[src/rtl/glo_sqrt.sv]
// digit-by-digit floor square root, two radicand bits per cycle
module glo_sqrt #(
    parameter int RAD_W = 72
) (
    input  logic                 clk,
    input  logic                 rst_n,
    input  logic                 start,
    input  logic [RAD_W-1:0]     radicand,
    output logic                 done,
    output logic [RAD_W/2-1:0]   root
);
    localparam int ROOT_W = RAD_W / 2;
    localparam int CNT_W  = $clog2(ROOT_W + 1);

    logic [RAD_W-1:0]  rad_reg;
    logic [ROOT_W+1:0] rem_reg;
    logic [ROOT_W-1:0] root_reg;
    logic [CNT_W-1:0]  cnt_reg;
    logic              busy_reg;
    logic              done_reg;

    logic [ROOT_W+1:0] rem_sh;
    logic [ROOT_W+1:0] trial;

    assign rem_sh = {rem_reg[ROOT_W-1:0], rad_reg[RAD_W-1 -: 2]};
    assign trial  = {root_reg, 2'b01};

    always_ff @(posedge clk or negedge rst_n)
    begin
        if (!rst_n)
        begin
            busy_reg <= 1'b0;
            done_reg <= 1'b0;
            cnt_reg  <= '0;
        end
        else
        begin
            done_reg <= 1'b0;
            if (start)
            begin
                busy_reg <= 1'b1;
                cnt_reg  <= CNT_W'(ROOT_W);
            end
            else if (busy_reg)
            begin
                cnt_reg <= cnt_reg - 1'b1;
                if (cnt_reg == CNT_W'(1))
                begin
                    busy_reg <= 1'b0;
                    done_reg <= 1'b1;
                end
            end
        end
    end

    always_ff @(posedge clk)
    begin
        if (start)
        begin
            rad_reg  <= radicand;
            rem_reg  <= '0;
            root_reg <= '0;
        end
        else if (busy_reg)
        begin
            rad_reg <= {rad_reg[RAD_W-3:0], 2'b00};
            if (rem_sh >= trial)
            begin
                rem_reg  <= rem_sh - trial;
                root_reg <= {root_reg[ROOT_W-2:0], 1'b1};
            end
            else
            begin
                rem_reg  <= rem_sh;
                root_reg <= {root_reg[ROOT_W-2:0], 1'b0};
            end
        end
    end

    assign done = done_reg;
    assign root = root_reg;

endmodule

[config.mk]
export PLATFORM = sky130hd
export DESIGN_NAME = glo_sqrt
export DESIGN_NICKNAME = d
export VERILOG_FILES = /design/src/rtl/glo_sqrt.sv
export SDC_FILE = /design/constraint.sdc
export NUM_CORES = 1
export LEC_CHECK = 0
export BUFFER_PORTS_ARGS = -buffer_cell sky130_fd_sc_hd__buf_4
export CAP_MARGIN = 40
export CORE_ASPECT_RATIO = 1.25
export CORE_MARGIN = 1.5
export CORE_UTILIZATION = 40
export DETAILED_ROUTE_END_ITERATION = 8
export PLACE_DENSITY = 0.63
export SKIP_LAST_GASP = 1
export SLEW_MARGIN = 20
export SYNTH_ARGS = -nofsm -noshare
export SYNTH_HDL_FRONTEND = slang
export SYNTH_SLANG_ARGS = --single-unit
export TNS_END_PERCENT = 1
[constraint.sdc]
create_clock -name clk -period 3.1 [get_ports clk]
set_input_delay 0.155 -clock clk [delete_from_list [all_inputs] [get_ports clk]]
set_output_delay 0.155 -clock clk [all_outputs]
set_load 0.05 [all_outputs]
==> results by group <==
Finish
  – Max reg flops: 72
  – Area Overhead vs Synth: 21.7%
  – Post-layout instance area: 10200 µm²
  – Share of cells above drive strength 1: 27.8%
  – Util after Layout: between 40% and 50%
  – Area of the multi-input gates: 4210 µm²
  – Nets: 1016
  – Ant diodes: 0
  – Storage cell area: around 3800 µm²
  – Final-layout fill cell count: 1956

Synth
  – Cells after Synth: 785
  – Async set or reset register ratio after synthesis: 5.26%
  – Number of synthesized flops with an enable pin: 72
  – Synth cell types: 71
  – Post-Syn Area per Cell: around 11 µm²
  – Predominant post-synthesis flop cell: edfxtp_1
  – Synth Warn #: 0
  – Synth Net Count: 900
  – Top-area cell type share of the netlist area: 25.8%
  – Area leader, netlist: edfxtp_1
  – Flop and latch count out of synthesis: 152
  – Ranking of synthesized cells by area: edfxtp_1 26%, dfxtp_1 17%, mux2_2 9.6%
  – Register area share after synthesis: ~45%
  – Count leader, synth: nor2_1
  – Synth top cells by count: 83 x nor2_1, 72 x dfxtp_1, 72 x edfxtp_1
  – Mapped Area: around 8400 µm²

Clock network
  – CTS root buffer: clkbuf_16
  – Clock latency on the worst-skew pair: 430 ps
  – H-Tree Depth: 4
  – CTS tree: yes
  – Post-CTS Setup Bufs: 0
  – CTS Buffer Depth: 2
  – Num CTS Buffers: 17
  – Reg clk slew, reported paths: 70 ps
  – CTS sink cnt: 152

Worst setup path
  – Worst Path Arrival: between 3000 and 4000 ps
  – Crit path cell chain: inv_1 > ha_1 > a21o_1 > a2111o_1 > a221oi_2 > a211o_2 > o21ai_2 > a311oi_2 > xnor2_1 > mux2_2 > a22o_1
  – Buffer and inverter count on the worst path: 1
  – Slowest cell on crit path: a2111o_1
  – CP startpoint kind: flip-flop
  – WS Path Type: reg -> reg
  – Critical path fanouts, max: 6
  – CP max stage delay: 420 ps
  – Critical Path End Type: flip-flop
  – Crit path max-delay family: compound AO/OA/AOI/OAI gates
  – WP data required: 3410 ps

Die
  – Die Ht: 165 µm
  – DIE WIDTH: around 130 µm
  – Top Ports: between 100 and 150
  – Core Box Area: 20700 µm²
  – Die ar.: 21800 µm²
  – Row Count: 59
  – Starting density of the core: roughly two fifths

STA
  – Fin. Hold Viols: 0
  – Fmax achieved: 337 MHz
  – Fin Clk Skew: 13.9 ps
  – Slew headroom: 54.7%
  – Unrepaired setup endpoints after global routing: yes
  – Slew @ Worst Pin: 680 ps
  – Final setup fails: 0
  – Final worst setup slack: 137 ps
  – Period utilisation layout: 95.6%
  – Max-slew violations: 0
  – Minimum clock period: 2960 ps

Run status
  – Run status: complete, no violations

Global route
  – First-pass GRT wire length: 30800 µm
  – Overall routing resource usage: ~18%
  – Initial antenna violation count: 0
  – Vias in the first global route: about 6200
  – Grt total ovfl: 0
  – Largest net degree at the start of global routing: 73

Worst hold path
  – Worst min path class: in -> reg

Drt
  – DRT iter0 DRCs: 265
  – Post-route ant nets: 0
  – WL/cell: 15.6 µm
  – DRC viols: 0
  – Total wire length: around 19000 µm
  – Vias per cell: 5.16
  – Vias: approximately 6000
  – DRT Pass-1 Iters: 4

Placed design
  – Setup slack at placement: roughly 130 ps
  – IO buf count: around 110
  – Placed Area: 9590 µm²
  – Gpl congestion: slightly below 0.9
  – DP HPWL: roughly 13000 µm

Pwr
  – Clock share of power: 21.7%
  – Internal power: around 5700 µW
  – Leak: roughly 0.0044 µW
  – Comb pwr share: about half
  – Reg power frac: 28.4%
  – Pwr Density: 900 nW/µm²
  – Psw: 3490 µW
  – Max IR drop VDD: 405 µV
  – Switch share: between 30% and 40%

Run
  – Max_cap viols: 0
-- layer usage --
metal / GRT usage [%] / share of wire, % / vias to the layer above
met5: 0 / 0 / -
met4: 6.19 / 1.6 / 0
met3: 5.06 / 5.6 / 23
met2: 29.8 / 49 / 133
met1: 21.3 / 44 / 2898
li1: - / - / 3082
-- through the flow --
step | setup TNS (ps) | total power (µW) | hold slack, ps | instances
final | 0 | 9170 | 22.5 | 1188
after global routing | -236 | 9790 | 15.4 | 1188
after CTS | 0 | 9190 | 11.1 | 1188
after detailed placement | 0 | 7150 | -17.3 | 1153
after global placement | 0 | 7150 | -20.1 | 1153
after floorplan | 0 | 6100 | -141 | 785
-- worst paths after layout --
| path | from | end | slack, ps | cells past startpoint |
|---|---|---|---|---|
| max | root[10] | rem_reg[23] | 140 | 11 |
| min | radicand[7] | rad_reg[7] | 20 | 2 |
| max reg2reg | root[10] | rem_reg[23] | 140 | 11 |
| min reg2reg | rem_reg[35] | rem_reg[35] | 450 | 2 |
| max in group asynchronous | rst_n | busy_reg | 2850 | 2 |
| min in group asynchronous | rst_n | done | 110 | 2 |
-- cell type report --
class | count | share of cell area (%)
clock buffers | 19 | 4.25
multi-input cells | 542 | 41.3
inverters | 53 | 1.95
clock inverters | 13 | 1.20
repair buffers | 135 | 10.5
well taps | 274 | 3.37
flip-flops and latches | 152 | 37.4
-- timing repair --
action | in CTS | in global routing
endpoints found under the hold margin | 10 | 0
gates resized for setup | 0 | 4
endpoints found under the setup margin | 0 | 16
hold buffers | 3 | 0
-- power by group through the flow --
stage                     Clock (µW)  Combinational [µW]  Sequential, µW
final                           1990                4580            2600
after global routing            2110                5030            2640
after CTS                       2040                4550            2610
after detailed placement           0                4510            2650
after global placement             0                4500            2650
after floorplan                    0                3480            2620
-- logic make-up (layout without fill, tap and decap cells) --
logic type	Yosys count	count (layout)	share of synthesized area (%)
DFF	152	152	45.4
and+or+nand+nor	183	183	10.5
buffers and inverters	91	220	4.42
muxes	130	130	16.6
adders and majority gates	40	40	5.98
AOI/OAI and AO/OA	155	155	13.5
xor gates and xnor gates	34	34	3.56
-- cells in the final DEF, fill, tap and decap left out, types with 8 or more instances in the layout --
master     Yosys  layout
nor3_1        10       9
nor2_1        83      83
edfxtp_1      72      72
dfxtp_1       72      72
xor2_1        16      16
buf_4          0     128
xnor2_1       18      18
o21ai_0       12      11
a211oi_1      23      23
a21oi_1       36      36
and3_1         8       8
nand2_1       33      33
nand3_1       12      12
o21ai_1       14      15
inv_1         53      52
mux2i_1       58      58
a21o_1        13      13
ha_1          40      40
clkbuf_16      0      17
mux2_2        71      71
Power figures use the tool's default switching activity.
